File: src/rtl/core/bpc_pkg.sv
package bpc_pkg;

  // Field widths
  localparam int RawW    = 24;
  localparam int CalW    = 16;
  localparam int TempW   = 19;
  localparam int PresW   = 21;
  localparam int InW     = 2 * RawW;
  localparam int OutW    = TempW + PresW;
  localparam int CfgIdxW = 3;

  // Register stages from input register to output register
  localparam int NumStages = 9;

  // Configuration register indexes
  typedef enum logic [CfgIdxW-1:0] {
    REG_PRESSURE_SENSITIVITY   = 3'd0,
    REG_PRESSURE_OFFSET        = 3'd1,
    REG_SENSITIVITY_TEMP_COEFF = 3'd2,
    REG_OFFSET_TEMP_COEFF      = 3'd3,
    REG_REFERENCE_TEMPERATURE  = 3'd4,
    REG_TEMPERATURE_COEFF      = 3'd5
  } cfg_reg_t;

  // Temperature reference points and offsets, in units of 0.01 degree
  localparam logic signed [19:0] TempRef    = 20'sd2000;
  localparam logic signed [19:0] ColdOffset = 20'sd3500;
  localparam logic signed [18:0] ColdDelta  = -19'sd3500;
  localparam logic [20:0]        KelvinOff  = 21'd27315;

  // Saturation bounds
  localparam logic signed [20:0] TempHi = 21'sd262143;
  localparam logic signed [20:0] TempLo = -21'sd262144;
  localparam logic signed [29:0] PresHi = 30'sd1048575;
  localparam logic signed [29:0] PresLo = -30'sd1048576;

  typedef struct packed {
    logic [CalW-1:0] pressure_sensitivity;
    logic [CalW-1:0] pressure_offset;
    logic [CalW-1:0] sensitivity_temp_coeff;
    logic [CalW-1:0] offset_temp_coeff;
    logic [CalW-1:0] reference_temperature;
    logic [CalW-1:0] temperature_coeff;
  } cal_t;

  // First-order results handed to the correction stages
  typedef struct packed {
    logic [RawW-1:0]    d1;
    logic signed [18:0] a;      // TEMP - 2000
    logic signed [19:0] b;      // TEMP + 1500
    logic signed [19:0] temp;
    logic [17:0]        t2;
    logic signed [39:0] off;
    logic signed [39:0] sens;
    logic               low;
    logic               very_low;
  } first_t;

  // Corrected offset and sensitivity handed to the pressure stages
  typedef struct packed {
    logic [RawW-1:0]    d1;
    logic [TempW-1:0]   temp_out;
    logic signed [39:0] offc;
    logic signed [39:0] sensc;
  } second_t;

endpackage

File: src/rtl/core/bpc_ctrl.sv
module bpc_ctrl (
  input  logic                           clk,
  input  logic                           rst,
  input  logic                           s_tvalid,
  output logic                           s_tready,
  output logic                           m_tvalid,
  input  logic                           m_tready,
  output logic [bpc_pkg::NumStages-1:0]  en
);
  import bpc_pkg::*;

  logic [NumStages-1:0] v;

  // A stage advances when it is empty or the stage after it advances
  always_comb begin
    en[NumStages-1] = !v[NumStages-1] || m_tready;
    for (int i = NumStages - 2; i >= 0; i--) begin
      en[i] = !v[i] || en[i+1];
    end
  end

  always_ff @(posedge clk) begin
    if (rst) begin
      v <= '0;
    end else begin
      if (en[0]) begin
        v[0] <= s_tvalid;
      end
      for (int i = 1; i < NumStages; i++) begin
        if (en[i]) begin
          v[i] <= v[i-1];
        end
      end
    end
  end

  assign s_tready = en[0];
  assign m_tvalid = v[NumStages-1];

endmodule

File: config.mk
export PLATFORM = sky130hd
export DESIGN_NAME = bpc_ctrl
export DESIGN_NICKNAME = d
export VERILOG_FILES = /design/src/rtl/core/bpc_pkg.sv /design/src/rtl/core/bpc_ctrl.sv
export SDC_FILE = /design/constraint.sdc
export NUM_CORES = 1
export LEC_CHECK = 0
export ABC_CLOCK_PERIOD_IN_PS = 1500
export BUFFER_PORTS_ARGS = -buffer_cell sky130_fd_sc_hd__buf_2
export CAP_MARGIN = 15
export CORE_AREA = 2 2 39 41
export DETAILED_ROUTE_END_ITERATION = 8
export DIE_AREA = 0 0 41 43
export GPL_TIMING_DRIVEN = 0
export PLACE_DENSITY_LB_ADDON = 0.12
export SLEW_MARGIN = 0
export SYNTH_ARGS = -nofsm -noshare
export SYNTH_HDL_FRONTEND = slang
export SYNTH_SLANG_ARGS = --single-unit
File: constraint.sdc
create_clock -name clk -period 1.5 [get_ports clk]
set_input_delay 0.3 -clock clk [delete_from_list [all_inputs] [get_ports clk]]
set_output_delay 0.3 -clock clk [all_outputs]
set_load 0.03 [all_outputs]
==> results by group <==
Run status
  – Status: finished, violations left
  – Violated checks: negative setup slack

Critical path
  – Crit Path Max Fanout: 2
  – Chain of cells forming the critical path: and3b_2, nand3_4, or2_4, buf_6, buf_6
  – Crit-path slowest cell: dfxtp_4
  – Req. time, crit path: 1200 ps
  – Arrival time of the worst setup path: 1390 ps
  – Startpoint types: register
  – Top delay family on crit path: simple AND/OR/NAND/NOR gates
  – Buf+Inv Stages, Crit Path: 2
  – Crit. End Element: output pin
  – Crit Path Class: register to output pin
  – Most used cell, CP: buf_6
  – Worst path max stage delay: 340 ps

Synth
  – Synth Warn #: 0
  – Seq cells post-synth: 9
  – Sequential share of the synthesized area: 0.457
  – Adder-cell share of the synthesized area: 0
  – Unique masters post-synth: 17
  – Post-Synth XOR/XNOR Area: 0
  – Synth Area in Compound Gates: 0.121
  – Synthesized net count: 48
  – Synth Instances: 44
  – Largest family of logic cells by synthesized area: simple AND/OR/NAND/NOR gates
  – Mapped cell area: 394 um2
  – Synth Area in Simple Gates: 0.289
  – Avg Cell Area, Syn: 8.96 um2
  – Mux share of post-synthesis cell area: 0

Clock network
  – Clock transition at the registers of the reported paths: 60 ps
  – Num CTS Buffers: 3
  – Clock Latency Late Sink: 260 ps
  – CTS root buffer: clkbuf_4
  – CTS tree: done
  – Clock Sinks: 9
  – H-tree depth: 1
  – Longest Clk Path Bufs: 2
  – Hold_buf cts: 0

Timing
  – Max-Slew Margin vs Limit: 0.696
  – Fin worst setup slack: -185 ps
  – Final setup fails: 5
  – Final hold vios: 0
  – Fmax achieved: 593 MHz
  – Final TNS setup: -524 ps
  – RSZ-0062 raised after global routing: true
  – Max Clock Skew: 1.87 ps
  – Final count of pins violating max slew: 0
  – Worst-Margin Slew: 456 ps
  – Fin crit share: 1.12
  – Final min period: 1690 ps

Job
  – Max-Cap Viols: 0

Die
  – Row count: 14
  – Initial Util: 0.285
  – Die W: 41 um
  – DIE AREA: 1760 um2
  – CORE AREA: 1380 um2
  – Die Y: 43 um
  – I/O pin cnt: 15

Finish
  – Nets: 71
  – Cell area after layout: 638 um2
  – Fill count: 145
  – Antenna diode count: 0
  – Max reg flops: 9
  – Top flop regs: v (9)
  – Share of cells above drive strength 1: 0.591
  – Synth-to-layout area growth: 61.9%
  – Most flop-heavy register: v

Placement
  – Placed cell area: 489 um2
  – DP Wirelength: 519 um
  – Number of port buffers: 13
  – GP Congestion: 0.633

Global routing
  – Grt total ovfl: 0
  – Total GRT Usage: 0.114
  – Largest net degree at the start of global routing: 11
  – First-pass GRT wire length: 1300 um
  – Via count of the first global-routing pass: 314
  – Initial antenna violation count: 0

Detailed routing
  – Vias per std cell: 4.46
  – DRC violations left: 0
  – Antenna viol nets, final: 0
  – Total number of vias: 366
  – Pre-antenna DRT Iters: 2
  – Wirelength per Cell: 10.8 um
  – Iteration-0 DRC Markers: 2
  – Routed WL: 888 um

Power
  – Power Density: 700 nW/um2
  – Pleak: 0.287 nW
  – Max IR drop VDD: 377 uV
  – Tot Pwr: 0.446 mW

Worst hold path
  – Hold Path Class: input pin to register
synth_stat cells:
library cell / n / area [um2]
inv_1: 6 / 22.5
or2_1: 1 / 6.26
nand2_1: 3 / 11.3
clkbuf_1: 1 / 3.75
a21oi_1: 7 / 35.0
nand4_2: 2 / 25.0
o31ai_2: 1 / 12.5
dfxtp_1: 9 / 180
nand3_4: 1 / 17.5
buf_4: 2 / 15.0
and3b_1: 1 / 8.76
nand3_1: 1 / 5.00
and2_1: 1 / 6.26
nor2_1: 4 / 15.0
and3_1: 1 / 6.26
nand2b_1: 2 / 12.5
buf_6: 1 / 11.3
cells in the final DEF, fill, tap and decap left out, types with 2 or more instances in the layout:
master | synthesis | routed
buf_6 | 1 | 10
a21oi_1 | 7 | 7
inv_1 | 6 | 5
buf_2 | 0 | 5
buf_4 | 2 | 5
dfxtp_1 | 9 | 5
nor2_1 | 4 | 4
clkbuf_4 | 0 | 3
dfxtp_2 | 0 | 3
nand2b_1 | 2 | 2
nand4_2 | 2 | 2
clkbuf_1 | 1 | 2
routing by layer:
layer / GRT usage / part of all wire / up-vias
met2: 0.153 / 0.55 / 8
met4: 0.0800 / 0.0045 / 0
met5: 0 / 0 / -
met1: 0.133 / 0.39 / 170
met3: 0.0576 / 0.054 / 2
li1: - / - / 186
path summary, 6_finish.rpt:
kind / startpoint / endpoint / slack, ps / cells after the start
max: v[8]$_SDFFE_PP0P_ / en[0] / -190 / 5
min: s_tvalid / v[0]$_SDFFE_PP0P_ / 260 / 3
max reg2reg: v[8]$_SDFFE_PP0P_ / v[6]$_SDFFE_PP0P_ / 320 / 5
min reg2reg: v[0]$_SDFFE_PP0P_ / v[1]$_SDFFE_PP0P_ / 450 / 2
kinds of logic (layout without fill, tap and decap cells):
family | after synthesis | after routing
flops | 9 | 9
simple gates | 17 | 17
buf+inv | 10 | 32
compound gates | 8 | 8
timing repair:
action                                 4_1_cts  5_1_grt
endpoints found under the hold margin        0        0
pin swaps                                    1        3
gates cloned                                 0        0
setup endpoints to repair                    6        9
buffers inserted                             4        2
gates resized for setup                     19       11
cell type report:
cell class	instances	area [um2]	area share
buffer	3	26.3	0.0412
clock buffer	4	26.3	0.0412
inverter	6	25.0	0.0392
multi-input combinational	25	185	0.290
sequential	9	188	0.294
tap	16	20.0	0.0314
timing repair buffer	19	168	0.263
per-stage QoR:
stage | cells | hold slack [ps] | util | setup WS (ps)
floorplan | 44 | 411 | - | -96.2
global placement | 73 | 428 | 0.354 | -165
detailed placement | 73 | 433 | 0.354 | -159
CTS | 81 | 252 | 0.436 | -225
global route | 82 | 251 | 0.461 | -249
finish | 82 | 259 | 0.461 | -185
tightest hold or removal path, delay by kind of cell:
kind | cells | cell delay (ps)
buf+inv | 1 | 80
simple gates | 1 | 60
compound gates | 1 | 50
report_power, final:
group | internal (mW) | switching [mW] | leakage, nW
Sequential | 0.241 | 0.00294 | 0.0754
Clock | 0.103 | 0.0852 | 0.0150
Combinational | 0.00631 | 0.00798 | 0.196
No activity file was read; power rests on OpenSTA's default activity.
