`config.mk`:
```
export PLATFORM = sky130hd
export DESIGN_NAME = bpc_press
export DESIGN_NICKNAME = d
export VERILOG_FILES = /design/src/rtl/core/bpc_pkg.sv /design/src/rtl/core/bpc_press.sv
export SDC_FILE = /design/constraint.sdc
export NUM_CORES = 2
export LEC_CHECK = 0
export ABC_CLOCK_PERIOD_IN_PS = 13900
export BUFFER_PORTS_ARGS = -buffer_cell sky130_fd_sc_hd__buf_2
export CAP_MARGIN = 25
export CELL_PAD_IN_SITES_DETAIL_PLACEMENT = 0
export CELL_PAD_IN_SITES_GLOBAL_PLACEMENT = 2
export CORE_ASPECT_RATIO = 1.2
export CORE_MARGIN = 3
export CORE_UTILIZATION = 41
export DETAILED_ROUTE_END_ITERATION = 10
export PLACE_DENSITY = 0.77
export SYNTH_ARGS = -nofsm -noshare
export SYNTH_HDL_FRONTEND = slang
export SYNTH_SLANG_ARGS = --single-unit
```
`constraint.sdc`:
```
create_clock -name clk -period 13.9 [get_ports clk]
set_clock_uncertainty 0.1 [all_clocks]
set_input_delay 3.475 -clock clk [delete_from_list [all_inputs] [get_ports clk]]
set_output_delay 3.475 -clock clk [all_outputs]
set_load 0.05 [all_outputs]
```
`src/rtl/core/bpc_pkg.sv`:
```
package bpc_pkg;

  // Field widths
  localparam int RawW    = 24;
  localparam int CalW    = 16;
  localparam int TempW   = 19;
  localparam int PresW   = 21;
  localparam int InW     = 2 * RawW;
  localparam int OutW    = TempW + PresW;
  localparam int CfgIdxW = 3;

  // Register stages from input register to output register
  localparam int NumStages = 9;

  // Configuration register indexes
  typedef enum logic [CfgIdxW-1:0] {
    REG_PRESSURE_SENSITIVITY   = 3'd0,
    REG_PRESSURE_OFFSET        = 3'd1,
    REG_SENSITIVITY_TEMP_COEFF = 3'd2,
    REG_OFFSET_TEMP_COEFF      = 3'd3,
    REG_REFERENCE_TEMPERATURE  = 3'd4,
    REG_TEMPERATURE_COEFF      = 3'd5
  } cfg_reg_t;

  // Temperature reference points and offsets, in units of 0.01 degree
  localparam logic signed [19:0] TempRef    = 20'sd2000;
  localparam logic signed [19:0] ColdOffset = 20'sd3500;
  localparam logic signed [18:0] ColdDelta  = -19'sd3500;
  localparam logic [20:0]        KelvinOff  = 21'd27315;

  // Saturation bounds
  localparam logic signed [20:0] TempHi = 21'sd262143;
  localparam logic signed [20:0] TempLo = -21'sd262144;
  localparam logic signed [29:0] PresHi = 30'sd1048575;
  localparam logic signed [29:0] PresLo = -30'sd1048576;

  typedef struct packed {
    logic [CalW-1:0] pressure_sensitivity;
    logic [CalW-1:0] pressure_offset;
    logic [CalW-1:0] sensitivity_temp_coeff;
    logic [CalW-1:0] offset_temp_coeff;
    logic [CalW-1:0] reference_temperature;
    logic [CalW-1:0] temperature_coeff;
  } cal_t;

  // First-order results handed to the correction stages
  typedef struct packed {
    logic [RawW-1:0]    d1;
    logic signed [18:0] a;      // TEMP - 2000
    logic signed [19:0] b;      // TEMP + 1500
    logic signed [19:0] temp;
    logic [17:0]        t2;
    logic signed [39:0] off;
    logic signed [39:0] sens;
    logic               low;
    logic               very_low;
  } first_t;

  // Corrected offset and sensitivity handed to the pressure stages
  typedef struct packed {
    logic [RawW-1:0]    d1;
    logic [TempW-1:0]   temp_out;
    logic signed [39:0] offc;
    logic signed [39:0] sensc;
  } second_t;

endpackage

```
`src/rtl/core/bpc_press.sv`:
```
module bpc_press (
  input  logic                      clk,
  input  logic [2:0]                en,
  input  bpc_pkg::second_t          sin,
  output logic [bpc_pkg::TempW-1:0] temperature_centikelvin,
  output logic [bpc_pkg::PresW-1:0] pressure_pa
);
  import bpc_pkg::*;

  logic [43:0]        lo;
  logic signed [44:0] hi;
  logic signed [39:0] offc_s7;
  logic [TempW-1:0]   temp_s7, temp_s8;
  logic [64:0]        prod;
  logic signed [43:0] prod_sh;
  logic signed [44:0] x;
  logic signed [29:0] p;

  // D1 * sensitivity as two 24 x 20 partial products
  always_ff @(posedge clk) begin
    if (en[0]) begin
      lo      <= sin.d1 * sin.sensc[19:0];
      hi      <= $signed({1'b0, sin.d1}) * $signed(sin.sensc[39:20]);
      offc_s7 <= sin.offc;
      temp_s7 <= sin.temp_out;
    end
  end

  assign prod    = {hi, 20'h00000} + {21'h000000, lo};
  assign prod_sh = prod[64:21];

  always_ff @(posedge clk) begin
    if (en[1]) begin
      x       <= {prod_sh[43], prod_sh} - {{5{offc_s7[39]}}, offc_s7};
      temp_s8 <= temp_s7;
    end
  end

  assign p = x[44:15];

  always_ff @(posedge clk) begin
    if (en[2]) begin
      temperature_centikelvin <= temp_s8;
      if (p > PresHi) begin
        pressure_pa <= PresHi[PresW-1:0];
      end else if (p < PresLo) begin
        pressure_pa <= PresLo[PresW-1:0];
      end else begin
        pressure_pa <= p[PresW-1:0];
      end
    end
  end

endmodule

```
==> run_results.csv <==
group,metric,value,unit
logic_synthesis,synth_ff_type,"edfxtp_1",
global_routing,grt_pass1_wl,176000,um
logic_synthesis,ys_warn_count,0,
logic_synthesis,syn-instance-count,4331,
worst_setup_path,r2r_start,"lo[36]",
global_routing,grt_pass1_vias,31500,
sta,setup_violations,0,
routing,finalWirelength,109000,um
logic_synthesis,synth_edf_count,217,
worst_setup_path,cp-startpoint,"sin[108]",
logic_synthesis,ys_ff_latch,217,
cts,clk_pin_slew,60,ps
logic_synthesis,syn_nets,5642,
worst_setup_path,worstSetupEndpointType,"flop",
global_routing,antenna_found_initial,18,
placement,port_buffers,166,
routing,wl_per_cell,19.0,um
logic_synthesis,ys_async_sr_fraction,0,%
cts,cts_max_level,1,
logic_synthesis,synthDistinctLibCells,68,
logic_synthesis,syn-mean-instance-area,9.62,um2
sta,max_freq,0.0933,GHz
routing,dr.pass1.iters,5,
cts,cts.sinks,217,
floorplan,die_y,355,um
sta,min_period_over_period,77.1,%
global_routing,gr-total-overflow,0,
routing,drt_iter0_markers,1092,
worst_setup_path,path_class,"in2reg",
sta,worstMarginPinSlew,1050,ps
final_layout,most-common-layout-cells,"925 x inv_1, 785 x fa_1, 548 x nand2_1",
cts,hold_buffers,0,
floorplan,die_w,297,um
floorplan,core_area,100000,um2
sta,fin_tns_setup,0,ps
worst_setup_path,startpoint_type,"primary input",
min_path,min_path_type,"reg2reg",
routing,wl_met1,47500,um
floorplan,io_pins,167,
placement,place_congestion,0.823,
sta,finalCriticalPeriod,10720,ps
routing,ant_nets,0,
status,outcome,"finished, final reports clean",
final_layout,final_common_cell,"inv_1",
worst_setup_path,worstRegToRegCells,19,
global_routing,grt_max_degree,68,
final_layout,fin_nets,5661,
routing,vias_per_cell,5.00,
logic_synthesis,yosysSeqAreaShare,15.6,%
routing,met2_length,55700,um
floorplan,start_util,41.5,%
routing,vias,28600,
min_path,holdPathStages,0,
cts,clock_latency,550,ps
placement,dp_hpwl,86300,um
cts,root_buffer,"clkbuf_16",
cts,clockBufferDepth,3,
routing,wl_met3,4050,um
routing,post-route-drc-count,0,
worst_setup_path,cp_max_fo,40,
routing,top_layer_used,"met5",
cts,post_cts_resized,0,
worst_setup_path,required,14080,ps
floorplan,row_count,127,
cts,cts_tree,"yes",
min_path,min-delay-start,"temp_s7[6]",
cts,numCtsBuffers,23,
final_layout,syn2layout_area_growth,6.70,%
global_routing,grt_use_total,21.2,%
worst_setup_path,arrival,10900,ps
final_layout,drive_above_1_share,5.82,%
sta,slew_headroom,30.3,%
floorplan,dieArea,105000,um2
logic_synthesis,syn_area,41700,um2
sta,final-max-slew-violation-count,0,
flow_run,cap_violations,0,
sta,hold_viol,0,
sta,rsz0062_at_grt,"false",
cts,post-cts-setup-buffers,0,
critical path: stages:
cell,delay (ps)
buf_2,760
and2_1,260
fa_1,440
fa_1,510
inv_1,50
fa_1,470
inv_1,60
fa_1,500
inv_1,50
fa_1,520
inv_1,50
fa_1,470
inv_1,50
fa_1,470
inv_1,40
ha_1,350
nand4_1,180
nor4_1,340
o211ai_1,130
o21ai_0,200
a31oi_1,320
o31ai_2,480
a31oi_1,250
o41ai_2,350
xor2_1,100
layout make-up:
type / instances / area (um2)
Timing Repair Buffer: 195 / 1070
Sequential cell: 217 / 6520
Tap cell: 1354 / 1690
Clock buffer: 23 / 576
Clock inverter: 16 / 188
Antenna cell: 3 / 7.51
Multi-Input combinational cell: 2988 / 30900
Inverter: 925 / 3470
Fill cell: 10000 / 56000
metal layers:
layer / track usage, % / vias to the layer above
met3: 2.14 / 111
met1: 27.3 / 14700
met2: 38.9 / 485
li1: - / 13300
met4: 3.79 / 6
met5: 0 / -
logic make-up (layout without fill, tap and decap cells):
logic type	Yosys count	count (layout)	share of synthesized area, %
AOI/OAI and AO/OA	412	412	6.60
xor gates and xnor gates	136	136	2.86
adders and majority gates	1184	1184	49.7
buffers and inverters	1126	1159	10.1
DFF	217	217	15.6
other	0	3	0
and+or+nand+nor	1256	1256	15.0
through the flow:
| step | setup slack, ps | hold WS [ps] | cells | utilization (%) | cell area (um2) |
|---|---|---|---|---|---|
| floorplan | 4090 | 300 | 4331 | - | 41700 |
| global placement | 2670 | 301 | 5677 | 43.5 | 43600 |
| detailed placement | 2600 | 305 | 5677 | 43.5 | 43600 |
| CTS | 3180 | 311 | 5716 | 44.2 | 44400 |
| global route | 2830 | 320 | 5718 | 44.3 | 44400 |
| finish | 3180 | 319 | 5721 | 44.3 | 44400 |
final timing paths:
kind,end,slack (ps)
setup / recovery,hi[42],3180
hold / removal,temp_s8[6],320
setup reg to reg,x[42],8190
hold reg to reg,temp_s8[6],320
state kept, by name (all words and copies together) (netlist names):
signal and flops:
pressure_pa 21, temp_s7 19, temp_s8 19, offc_s7 40
x 30, lo 24, hi 45, temperature_centikelvin 19
Yosys cell counts (all sizes together) (16+ instances only):
master / count / area, um2
a21o: 97 / 728
a21oi: 129 / 661
a31oi: 16 / 115
and2: 468 / 2930
and3: 16 / 100
clkbuf: 198 / 743
edfxtp: 217 / 6520
fa: 785 / 15700
ha: 399 / 4990
inv: 925 / 3470
nand2: 548 / 2060
nand2b: 28 / 175
nand3: 37 / 185
nand4: 32 / 200
nor2: 71 / 267
nor3: 17 / 85.1
o21ai: 66 / 330
o21bai: 18 / 146
xnor2: 92 / 806
xor2: 44 / 385
Power is left out: the tool's default activity adds up to more than one toggle a clock period on the data nets, which glitch-free logic cannot reach.
