--- src/rtl/core/bpc_pkg.sv ---
package bpc_pkg;

  // Field widths
  localparam int RawW    = 24;
  localparam int CalW    = 16;
  localparam int TempW   = 19;
  localparam int PresW   = 21;
  localparam int InW     = 2 * RawW;
  localparam int OutW    = TempW + PresW;
  localparam int CfgIdxW = 3;

  // Register stages from input register to output register
  localparam int NumStages = 9;

  // Configuration register indexes
  typedef enum logic [CfgIdxW-1:0] {
    REG_PRESSURE_SENSITIVITY   = 3'd0,
    REG_PRESSURE_OFFSET        = 3'd1,
    REG_SENSITIVITY_TEMP_COEFF = 3'd2,
    REG_OFFSET_TEMP_COEFF      = 3'd3,
    REG_REFERENCE_TEMPERATURE  = 3'd4,
    REG_TEMPERATURE_COEFF      = 3'd5
  } cfg_reg_t;

  // Temperature reference points and offsets, in units of 0.01 degree
  localparam logic signed [19:0] TempRef    = 20'sd2000;
  localparam logic signed [19:0] ColdOffset = 20'sd3500;
  localparam logic signed [18:0] ColdDelta  = -19'sd3500;
  localparam logic [20:0]        KelvinOff  = 21'd27315;

  // Saturation bounds
  localparam logic signed [20:0] TempHi = 21'sd262143;
  localparam logic signed [20:0] TempLo = -21'sd262144;
  localparam logic signed [29:0] PresHi = 30'sd1048575;
  localparam logic signed [29:0] PresLo = -30'sd1048576;

  typedef struct packed {
    logic [CalW-1:0] pressure_sensitivity;
    logic [CalW-1:0] pressure_offset;
    logic [CalW-1:0] sensitivity_temp_coeff;
    logic [CalW-1:0] offset_temp_coeff;
    logic [CalW-1:0] reference_temperature;
    logic [CalW-1:0] temperature_coeff;
  } cal_t;

  // First-order results handed to the correction stages
  typedef struct packed {
    logic [RawW-1:0]    d1;
    logic signed [18:0] a;      // TEMP - 2000
    logic signed [19:0] b;      // TEMP + 1500
    logic signed [19:0] temp;
    logic [17:0]        t2;
    logic signed [39:0] off;
    logic signed [39:0] sens;
    logic               low;
    logic               very_low;
  } first_t;

  // Corrected offset and sensitivity handed to the pressure stages
  typedef struct packed {
    logic [RawW-1:0]    d1;
    logic [TempW-1:0]   temp_out;
    logic signed [39:0] offc;
    logic signed [39:0] sensc;
  } second_t;

endpackage

--- src/rtl/core/bpc_first.sv ---
module bpc_first (
  input  logic                       clk,
  input  logic [2:0]                 en,
  input  bpc_pkg::cal_t              cal,
  input  logic [bpc_pkg::RawW-1:0]   raw_pressure,
  input  logic [bpc_pkg::RawW-1:0]   raw_temperature,
  output bpc_pkg::first_t            res
);
  import bpc_pkg::*;

  logic signed [24:0] dt;
  logic [RawW-1:0]    d1_s1;
  logic [RawW-1:0]    d1_s2;
  logic signed [41:0] p_t;
  logic signed [41:0] p_off;
  logic signed [41:0] p_sens;
  logic signed [49:0] p_dd;
  logic signed [18:0] sh_t;
  logic signed [34:0] off_sh;
  logic signed [33:0] sens_sh;

  // dT = D2 - C5 * 256
  always_ff @(posedge clk) begin
    if (en[0]) begin
      dt    <= $signed({1'b0, raw_temperature}) -
               $signed({1'b0, cal.reference_temperature, 8'h00});
      d1_s1 <= raw_pressure;
    end
  end

  // Four products of dT in parallel
  always_ff @(posedge clk) begin
    if (en[1]) begin
      p_t    <= dt * $signed({1'b0, cal.temperature_coeff});
      p_off  <= dt * $signed({1'b0, cal.offset_temp_coeff});
      p_sens <= dt * $signed({1'b0, cal.sensitivity_temp_coeff});
      p_dd   <= dt * dt;
      d1_s2  <= d1_s1;
    end
  end

  // Floor shifts are plain part-selects of the signed products
  assign sh_t    = p_t[41:23];
  assign off_sh  = p_off[41:7];
  assign sens_sh = p_sens[41:8];

  always_ff @(posedge clk) begin
    if (en[2]) begin
      res.d1       <= d1_s2;
      res.a        <= sh_t;
      res.b        <= {sh_t[18], sh_t} + ColdOffset;
      res.temp     <= {sh_t[18], sh_t} + TempRef;
      res.t2       <= p_dd[48:31];
      res.off      <= {8'h00, cal.pressure_offset, 16'h0000} +
                      {{5{off_sh[34]}}, off_sh};
      res.sens     <= {9'h000, cal.pressure_sensitivity, 15'h0000} +
                      {{6{sens_sh[33]}}, sens_sh};
      res.low      <= sh_t[18];
      res.very_low <= sh_t < ColdDelta;
    end
  end

endmodule

--- config.mk ---
export PLATFORM = sky130hd
export DESIGN_NAME = bpc_first
export DESIGN_NICKNAME = d
export VERILOG_FILES = /design/src/rtl/core/bpc_pkg.sv /design/src/rtl/core/bpc_first.sv
export SDC_FILE = /design/constraint.sdc
export NUM_CORES = 2
export LEC_CHECK = 0
export BUFFER_PORTS_ARGS = -buffer_cell sky130_fd_sc_hd__clkbuf_2
export CAP_MARGIN = 20
export CORE_ASPECT_RATIO = 0.9
export CORE_UTILIZATION = 35
export DETAILED_ROUTE_END_ITERATION = 10
export GPL_TIMING_DRIVEN = 0
export PLACE_DENSITY = 0.47
export SLEW_MARGIN = 20
export SYNTH_ARGS = -nofsm -noshare
export SYNTH_HDL_FRONTEND = slang
export SYNTH_SLANG_ARGS = --single-unit
--- constraint.sdc ---
create_clock -name clk -period 10.2 [get_ports clk]
set_clock_uncertainty 0.1 [all_clocks]
set_input_delay 0 -clock clk [delete_from_list [all_inputs] [get_ports clk]]
set_output_delay 0 -clock clk [all_outputs]
set_load 0.01 [all_outputs]
==> results.cfg <==
[critical_path]
critPathKind = register to register
cp-start-kind = register
critPathMaxFanout = 10
r2r_setup_slack_ns = 0.39
worstPathRequired_ns = 10.62
r2r_start = dt[19]$_DFFE_PP_
arrival_ns = 10.23
end_kind = register
reg2reg_depth = 24
r2r-end = p_dd[48]$_DFFE_PP_

[synth]
synth-adder-area-share_pct = 56.23
yosys.area_share.simple_pct = 11.88
synth_area_um2 = 74060
yosysWarningCount = 0
synth.avg_cell_area_um2 = 9.970
synth_nets = 9844
synth.area.mux_share_pct = 0.01352
synth-edff-count = 346
synth-compound-area-share_pct = 3.142
ys_seq_area_share_pct = 14.03
synthCells = 7428
synth_flop_cell = edfxtp_1
synth_seq_cells = 346
synth_xor_area_share_pct = 2.424
synth_top_family_by_area = adder cells
ys_async_sr_fraction_pct = 0
synth_cell_types = 65

[global_routing]
grt_pass1_vias = 56370
grt_util_all_layers_pct = 23.43
grt_first_pass_wirelength_um = 365400
antenna_found_initial = 49
grt_max_degree = 74
gr-total-overflow = 0

[routing]
wire_per_inst_um = 22.32
drc_errors = 0
routed_wl_um = 241700
antenna_left = 0
viasPerCell = 4.714
drtIter0Drc = 3379
vias = 51030
dr.pass1.iters = 5

[die]
core_um2 = 209500
io_pins = 331
start_util_pct = 35.35
core.rowCount = 159
die_w_um = 486.9
die_y_um = 438.4
die_area_um2 = 213400

[min_path]
hold_class = input port to register
hp-start = cal[80]
min_path_cells = 3
min_to = res[17]$_DFFE_PP_

[placed_design]
dp_hpwl_um = 205900
dp.cells = 10570
io_buffers = 312
gp_congestion = 0.9472
pre_cts_slack_ns = -0.3704

[clock_tree]
cts_tree = built
cts.clk_slew.worst_paths_ns = 0.06
cts_buffers = 43
cts_max_path_buffers = 3
cts_sinks = 346
root_buffer = clkbuf_16
clock_latency_ns = 0.69
cts_max_level = 2

[status]
status = finished clean

[timing]
max_freq_ghz = 0.1020
setup_slack_ns = 0.3913
slew_viol_final = 0
holdWs_ns = 0.06439
fin_setup_tns_ns = 0
setup-violations-final = 0
period_minus_slack_ns = 9.809
slew_headroom_pct = 12.09
final.period_utilization_pct = 96.16
hold_viol = 0
tightest_slew_ns = 1.319

[run]
cap_violations = 0

[cells_and_area]
area_delta_synth_final_pct = 11.58
drive_gt1_share_pct = 5.991
fin_nets = 10380
final_cells = 10830
layout_commonest_cell = inv_1
final_cell_mix = 2071 x inv_1, 1766 x fa_1, 957 x nand2_1
fillers = 21070
-- synthesized netlist by cell type (9+ instances only) --
library cell / count / area [µm²]
buf_4: 16 / 120.1
and2_1: 580 / 3628
a211oi_1: 9 / 67.56
nand3_1: 22 / 110.1
a31oi_1: 12 / 75.07
nor3_1: 33 / 165.2
o21ai_0: 68 / 340.3
ha_1: 501 / 6269
nor2b_1: 45 / 281.5
nand4_1: 13 / 81.33
xnor2_1: 154 / 1349
a21o_1: 57 / 427.9
nand2b_1: 19 / 118.9
clkbuf_1: 315 / 1182
and3_1: 21 / 131.4
nor2_1: 130 / 488.0
edfxtp_1: 346 / 10390
fa_1: 1767 / 35370
xor2_1: 51 / 446.7
o211ai_1: 9 / 67.56
nand2_1: 957 / 3592
a21oi_1: 94 / 470.5
o21a_1: 31 / 232.7
inv_1: 2071 / 7774
-- through the flow --
stage | area [µm²] | util, %
2_1_floorplan | 74060 | -
6_report | 82640 | 39.45
3_5_place_dp | 79370 | 37.89
3_3_place_gp | 79150 | 37.78
4_1_cts | 82510 | 39.39
5_1_grt | 82610 | 39.43
-- routing by layer --
metal	wire [µm]	global-route usage, %
met5	175	0
met4	9320	7.250
met3	17290	4.086
met2	109200	37.33
met1	105700	32.45
-- area by class of cell --
cell class	instances	area [µm²]	share of cell area, %
Antenna cell	13	32.53	0.03937
Buffer	335	1449	1.753
Clock buffer	48	1095	1.325
Clock inverter	28	325.3	0.3937
Inverter	2071	7774	9.407
Multi-Input combinational cell	4675	54580	66.04
Sequential cell	346	10390	12.57
Tap cell	2817	3525	4.265
Timing Repair Buffer	492	3471	4.200
-- flip-flops by register name (all words and copies together), names as in the netlist --
register and flops:
p_sens 34, d1_s2 24, p_t 19, p_off 35, dt 25, res 167
d1_s1 24, p_dd 18
-- kinds of logic after synthesis --
group | Yosys count
buffers and inverters | 2407
DFF | 346
AOI/OAI and AO/OA | 354
adders and majority gates | 2268
xor gates and xnor gates | 205
and+or+nand+nor | 1847
muxes | 1
-- critical path, stage by stage, from the launching register on --
cell,delay (ns)
edfxtp_1,0.34
clkbuf_1,0.83
clkbuf_1,0.94
nand2_1,0.27
fa_1,0.55
inv_1,0.05
fa_1,0.48
fa_1,0.53
fa_1,0.51
fa_1,0.56
fa_1,0.54
inv_1,0.06
fa_1,0.52
inv_1,0.06
ha_1,0.39
a221oi_1,0.36
o21ai_0,0.14
nor3_1,0.37
o221ai_1,0.41
a41o_1,0.43
a41oi_1,0.39
o21ai_0,0.24
o21ai_0,0.28
a21oi_1,0.10
a31oi_1,0.15
-- worst max-delay path by stage --
| stage | startpoint | slack [ns] | to | cells past startpoint |
|---|---|---|---|---|
| 6_report | dt[19]$_DFFE_PP_ | 0.39 | p_dd[48]$_DFFE_PP_ | 24 |
| 5_1_grt | dt[2]$_DFFE_PP_ | -0.009 | p_dd[48]$_DFFE_PP_ | 26 |
| 4_1_cts | dt[9]$_DFFE_PP_ | 0.01 | p_dd[48]$_DFFE_PP_ | 27 |
| 3_5_place_dp | dt[24]$_DFFE_PP_ | -0.37 | p_dd[48]$_DFFE_PP_ | 26 |
| 3_3_place_gp | dt[21]$_DFFE_PP_ | -1.03 | p_dd[48]$_DFFE_PP_ | 25 |
| 2_1_floorplan | dt[24]$_DFFE_PP_ | 2.67 | p_dd[48]$_DFFE_PP_ | 25 |
-- timing repair --
action                     4_1_cts  5_1_grt
setup endpoints to repair        6        5
setup buffers                    1        0
hold endpoints to repair       204        0
gates cloned                     0        0
hold buffers                   169        0
resized for setup               12       80
Power is left out: the tool's default activity adds up to more than one toggle a clock period on the data nets, which glitch-free logic cannot reach.
