[src/rtl/core/bpc_pkg.sv]
package bpc_pkg;

  // Field widths
  localparam int RawW    = 24;
  localparam int CalW    = 16;
  localparam int TempW   = 19;
  localparam int PresW   = 21;
  localparam int InW     = 2 * RawW;
  localparam int OutW    = TempW + PresW;
  localparam int CfgIdxW = 3;

  // Register stages from input register to output register
  localparam int NumStages = 9;

  // Configuration register indexes
  typedef enum logic [CfgIdxW-1:0] {
    REG_PRESSURE_SENSITIVITY   = 3'd0,
    REG_PRESSURE_OFFSET        = 3'd1,
    REG_SENSITIVITY_TEMP_COEFF = 3'd2,
    REG_OFFSET_TEMP_COEFF      = 3'd3,
    REG_REFERENCE_TEMPERATURE  = 3'd4,
    REG_TEMPERATURE_COEFF      = 3'd5
  } cfg_reg_t;

  // Temperature reference points and offsets, in units of 0.01 degree
  localparam logic signed [19:0] TempRef    = 20'sd2000;
  localparam logic signed [19:0] ColdOffset = 20'sd3500;
  localparam logic signed [18:0] ColdDelta  = -19'sd3500;
  localparam logic [20:0]        KelvinOff  = 21'd27315;

  // Saturation bounds
  localparam logic signed [20:0] TempHi = 21'sd262143;
  localparam logic signed [20:0] TempLo = -21'sd262144;
  localparam logic signed [29:0] PresHi = 30'sd1048575;
  localparam logic signed [29:0] PresLo = -30'sd1048576;

  typedef struct packed {
    logic [CalW-1:0] pressure_sensitivity;
    logic [CalW-1:0] pressure_offset;
    logic [CalW-1:0] sensitivity_temp_coeff;
    logic [CalW-1:0] offset_temp_coeff;
    logic [CalW-1:0] reference_temperature;
    logic [CalW-1:0] temperature_coeff;
  } cal_t;

  // First-order results handed to the correction stages
  typedef struct packed {
    logic [RawW-1:0]    d1;
    logic signed [18:0] a;      // TEMP - 2000
    logic signed [19:0] b;      // TEMP + 1500
    logic signed [19:0] temp;
    logic [17:0]        t2;
    logic signed [39:0] off;
    logic signed [39:0] sens;
    logic               low;
    logic               very_low;
  } first_t;

  // Corrected offset and sensitivity handed to the pressure stages
  typedef struct packed {
    logic [RawW-1:0]    d1;
    logic [TempW-1:0]   temp_out;
    logic signed [39:0] offc;
    logic signed [39:0] sensc;
  } second_t;

endpackage

[src/rtl/core/bpc_second.sv]
module bpc_second (
  input  logic             clk,
  input  logic [2:0]       en,
  input  bpc_pkg::first_t  fin,
  output bpc_pkg::second_t res
);
  import bpc_pkg::*;

  logic signed [37:0] a_sq;
  logic signed [39:0] b_sq;
  logic [35:0]        sq;
  logic [35:0]        sq2;
  logic signed [20:0] t_sum;
  logic signed [39:0] off_s4, sens_s4, off_s5, sens_s5;
  logic [RawW-1:0]    d1_s4, d1_s5;
  logic               low_s4, very_low_s4;
  logic [39:0]        sq5, sq7, sq11;
  logic [39:0]        off2, sens2;
  logic [TempW-1:0]   temp_s5;

  assign a_sq = fin.a * fin.a;
  assign b_sq = fin.b * fin.b;

  // Squares, and the temperature sum with T2 applied when cold
  always_ff @(posedge clk) begin
    if (en[0]) begin
      sq          <= a_sq[35:0];
      sq2         <= b_sq[35:0];
      t_sum       <= {fin.temp[19], fin.temp} -
                     (fin.low ? {3'b000, fin.t2} : 21'd0) + KelvinOff;
      off_s4      <= fin.off;
      sens_s4     <= fin.sens;
      d1_s4       <= fin.d1;
      low_s4      <= fin.low;
      very_low_s4 <= fin.very_low;
    end
  end

  // Constant multiples by shift and add
  always_comb begin
    sq5  = ({4'h0, sq} << 2) + {4'h0, sq};
    sq7  = ({4'h0, sq2} << 3) - {4'h0, sq2};
    sq11 = ({4'h0, sq2} << 3) + ({4'h0, sq2} << 1) + {4'h0, sq2};
  end

  always_ff @(posedge clk) begin
    if (en[1]) begin
      off2    <= low_s4 ? (sq5 >> 1) + (very_low_s4 ? sq7 : 40'd0) : 40'd0;
      sens2   <= low_s4 ? (sq5 >> 2) + (very_low_s4 ? (sq11 >> 1) : 40'd0) : 40'd0;
      off_s5  <= off_s4;
      sens_s5 <= sens_s4;
      d1_s5   <= d1_s4;
      if (t_sum > TempHi) begin
        temp_s5 <= TempHi[TempW-1:0];
      end else if (t_sum < TempLo) begin
        temp_s5 <= TempLo[TempW-1:0];
      end else begin
        temp_s5 <= t_sum[TempW-1:0];
      end
    end
  end

  always_ff @(posedge clk) begin
    if (en[2]) begin
      res.offc     <= off_s5 - $signed(off2);
      res.sensc    <= sens_s5 - $signed(sens2);
      res.d1       <= d1_s5;
      res.temp_out <= temp_s5;
    end
  end

endmodule

[config.mk]
export PLATFORM = sky130hd
export DESIGN_NAME = bpc_second
export DESIGN_NICKNAME = d
export VERILOG_FILES = /design/src/rtl/core/bpc_pkg.sv /design/src/rtl/core/bpc_second.sv
export SDC_FILE = /design/constraint.sdc
export NUM_CORES = 2
export LEC_CHECK = 0
export ABC_AREA = 1
export ABC_CLOCK_PERIOD_IN_PS = 8700
export BUFFER_PORTS_ARGS = -buffer_cell sky130_fd_sc_hd__buf_4
export CORE_MARGIN = 2
export CORE_UTILIZATION = 50
export DETAILED_ROUTE_END_ITERATION = 7
export PLACE_DENSITY = 0.65
export SLEW_MARGIN = 20
export SYNTH_ARGS = -nofsm -noshare
export SYNTH_HDL_FRONTEND = slang
export SYNTH_SLANG_ARGS = --single-unit
[constraint.sdc]
create_clock -name clk -period 8.7 [get_ports clk]
set_input_delay 2.175 -clock clk [delete_from_list [all_inputs] [get_ports clk]]
set_output_delay 2.175 -clock clk [all_outputs]
set_load 0.005 [all_outputs]
==> flow_summary_export.csv <==
group,metric,value,unit
timing,timing.slew.headroom,34.5,%
synthesis,ys.flop_type,"edfxtp_1",
clock_tree,cts_max_path_buffers,3,
clock_tree,cts.clk_slew.worst_paths,0.07,ns
route,wirelength,163000,um
synthesis,synth-seq-cells,522,
layout,final_common_cell,"inv_1",
run,maxCapViolCount,0,
synthesis,synth-edff-count,522,
die,initial_core_util,50.3,%
grt,antenna_found_initial,1,
layout,final_area,66200,um2
synthesis,synth_warnings,0,
grt,first_global_vias,47400,
layout,finalNetCount,8726,
synthesis,ys_seq_area_share,26.0,%
hold_path,holdPathStages,0,
clock_tree,clock_latency,0.62,ns
die,core_area,120000,um2
grt,grt_use_total,26.8,%
clock_tree,cts_tree,"yes",
synthesis,synth_area_per_cell,8.56,um2
placement,dp_cells,8877,
critical_path,endpoint_kind,"flip-flop",
route,drt_iter0_drc,3461,
route,highest_layer,"met5",
layout,layout_common_cells,"1614 x inv_1, 1318 x nand2_1, 711 x fa_1",
status,status,"complete, no violations",
timing,setup_viol,0,
hold_path,hold_class,"reg2reg",
route,drt-met1-wl,74000,um
die,die_area,123000,um2
placement,dpl_cell_area,64300,um2
placement,pre_cts_ws,0.314,ns
critical_path,crit_fanout,14,
placement,globalplace.congestion,0.926,
synthesis,async_flop_share,0,%
timing,fin_ws,0.982,ns
route,wl_met3,7830,um
die,die-width,351,um
synthesis,synthDistinctLibCells,55,
synthesis,synth_area,60200,um2
route,drtPass1Iterations,7,
critical_path,timing.rr.end,"sens2[37]$_SDFFCE_PN0P_",
timing,fin_skew,0.0245,ns
timing,finalMaxSlewViolations,0,
clock_tree,clock-sinks,522,
timing,min_period,7.72,ns
critical_path,crit_type,"in2reg",
timing,hold_viol_final,0,
layout,area_growth_syn_to_layout,9.91,%
layout,insertedDiodeCount,0,
timing,fin_setup_tns,0,ns
grt,overflow,0,
timing,max_freq,0.130,GHz
critical_path,crit_required,9.07,ns
grt,grt_start_max_net_pins,128,
route,drc,0,
placement,dpl.hpwl,139000,um
grt,grt_pass1_wl,259000,um
timing,fin_crit_sh,88.7,%
clock_tree,h-tree-depth,2,
synthesis,synth_cells,7041,
timing,tightest_slew,0.982,ns
hold_path,min_from,"off_s4[3]$_DFFE_PP_",
layout,nFillCells,11100,
clock_tree,cts_resized,0,
critical_path,worstRegToRegCells,24,
layout,drive_gt1_share,6.97,%
die,num_rows,127,
die,die-height,351,um
placement,port_buffers,309,
clock_tree,cts_buffers,53,
clock_tree,cts_hold_buf,0,
critical_path,cp_data_arrival_time,8.08,ns
route,vias_per_cell,5.19,
clock_tree,root_buffer,"clkbuf_16",
hold_path,min_to,"off_s5[3]$_DFFE_PP_",
route,detail-route-antenna-nets,0,
critical_path,start_kind,"primary input",
critical_path,r2r_slack,3.57,ns
clock_tree,cts_setup_buffers,0,
layout,fin_cells,8976,
critical_path,crit-reg2reg-launch,"sq2[4]$_DFFE_PP_",
route,routedWlPerCell,18.2,um
route,vias,46600,
timing,grt_setup_unrepaired,"false",
die,io_pins,310,
route,wl_met2,76000,um
## worst max-delay path by stage
| stage | from | slack (ns) | to |
|---|---|---|---|
| after floorplan | fin[142] | 0.61 | sq[34]$_DFFE_PP_ |
| after global placement | fin[122] | 0.37 | sq2[32]$_DFFE_PP_ |
| final | fin[122] | 0.98 | sq2[32]$_DFFE_PP_ |
| after detailed placement | fin[122] | 0.31 | sq2[32]$_DFFE_PP_ |
| after global routing | fin[158] | 0.63 | sq[35]$_DFFE_PP_ |
| after CTS | fin[122] | 0.99 | sq2[32]$_DFFE_PP_ |
## kinds of logic (layout without fill, tap and decap cells)
family | count (synthesis) | after routing | synth area share [%]
simple gates | 2253 | 2253 | 15.3
buf+inv | 1725 | 2045 | 10.8
fa+ha+maj | 1219 | 1219 | 34.2
compound gates | 1083 | 1083 | 10.3
flops | 522 | 522 | 26.0
xor+xnor | 238 | 238 | 3.46
other cells | 1 | 4 | 0.00623
## per-stage QoR
stage                     hold WS [ns]  utilization [%]
after floorplan                  0.400                -
after global placement           0.400             53.8
after detailed placement         0.405             53.8
after CTS                        0.415             55.3
after global routing             0.415             55.3
final                            0.413             55.3
## layout make-up
cell class / instances / area (um2) / area share, %
repair buffers: 323 / 2450 / 3.70
well taps: 1612 / 2020 / 3.05
clock buffers: 62 / 1360 / 2.05
inverters: 1623 / 6090 / 9.20
flip-flops and latches: 522 / 15700 / 23.7
clock inverters: 37 / 510 / 0.771
multi-input cells: 4797 / 38100 / 57.5
## sequential cells by signal, summed over array words and instances, names as in the netlist, 39 cells and up
register	flops
res	123
sens_s5	40
off_s4	40
off2	40
sens2	39
sens_s4	40
off_s5	40
## layer usage
metal	track usage [%]	vias up
met5	0	-
met4	7.94	2
met3	2.36	202
met2	44.4	1233
met1	37.4	22400
li1	-	22800
## worst max-delay path, cell delays in order
cell,delay [ns]
buf_4,0.24
buf_4,0.21
nand2_1,0.09
fa_1,0.51
inv_1,0.06
fa_1,0.42
fa_1,0.55
inv_1,0.06
fa_1,0.48
fa_1,0.54
inv_1,0.05
fa_1,0.47
inv_1,0.05
fa_1,0.47
inv_1,0.04
ha_1,0.33
nand2_1,0.06
inv_1,0.14
nand2_1,0.09
o21ai_0,0.31
a21oi_1,0.12
buf_4,0.18
o31ai_1,0.34
xor2_1,0.11
## cell usage after synthesis (2+ instances only)
master,number,area (um2)
a211oi_1,10,75.1
a21boi_0,14,105
a21boi_2,2,22.5
a21o_1,57,428
a21oi_1,512,2560
a21oi_2,11,96.3
a221oi_1,4,35.0
a31oi_1,54,338
and2_1,4,25.0
and3_1,14,87.6
buf_1,16,60.1
buf_2,5,25.0
clkbuf_1,81,304
edfxtp_1,522,15700
fa_1,711,14200
ha_1,508,6360
inv_1,1614,6060
inv_2,8,30.0
nand2_1,1318,4950
nand2_2,18,113
nand3_1,178,891
nand3_2,10,100
nand3b_1,7,52.6
nand4_1,38,238
nor2_1,564,2120
nor2_2,6,37.5
nor3_1,51,255
nor3_2,3,30.0
nor4_1,23,144
nor4_2,5,62.6
o211ai_1,15,113
o21a_1,29,218
o21ai_0,263,1320
o21ai_1,20,100
o21ai_2,15,131
o21ai_4,3,48.8
o21bai_1,49,368
o21bai_2,3,33.8
o221ai_1,7,61.3
o31ai_1,6,45.0
o31ai_2,3,37.5
or2_2,11,68.8
xnor2_1,79,692
xor2_1,159,1390
Power is left out: the tool's default activity adds up to more than one toggle a clock period on the data nets, which glitch-free logic cannot reach.
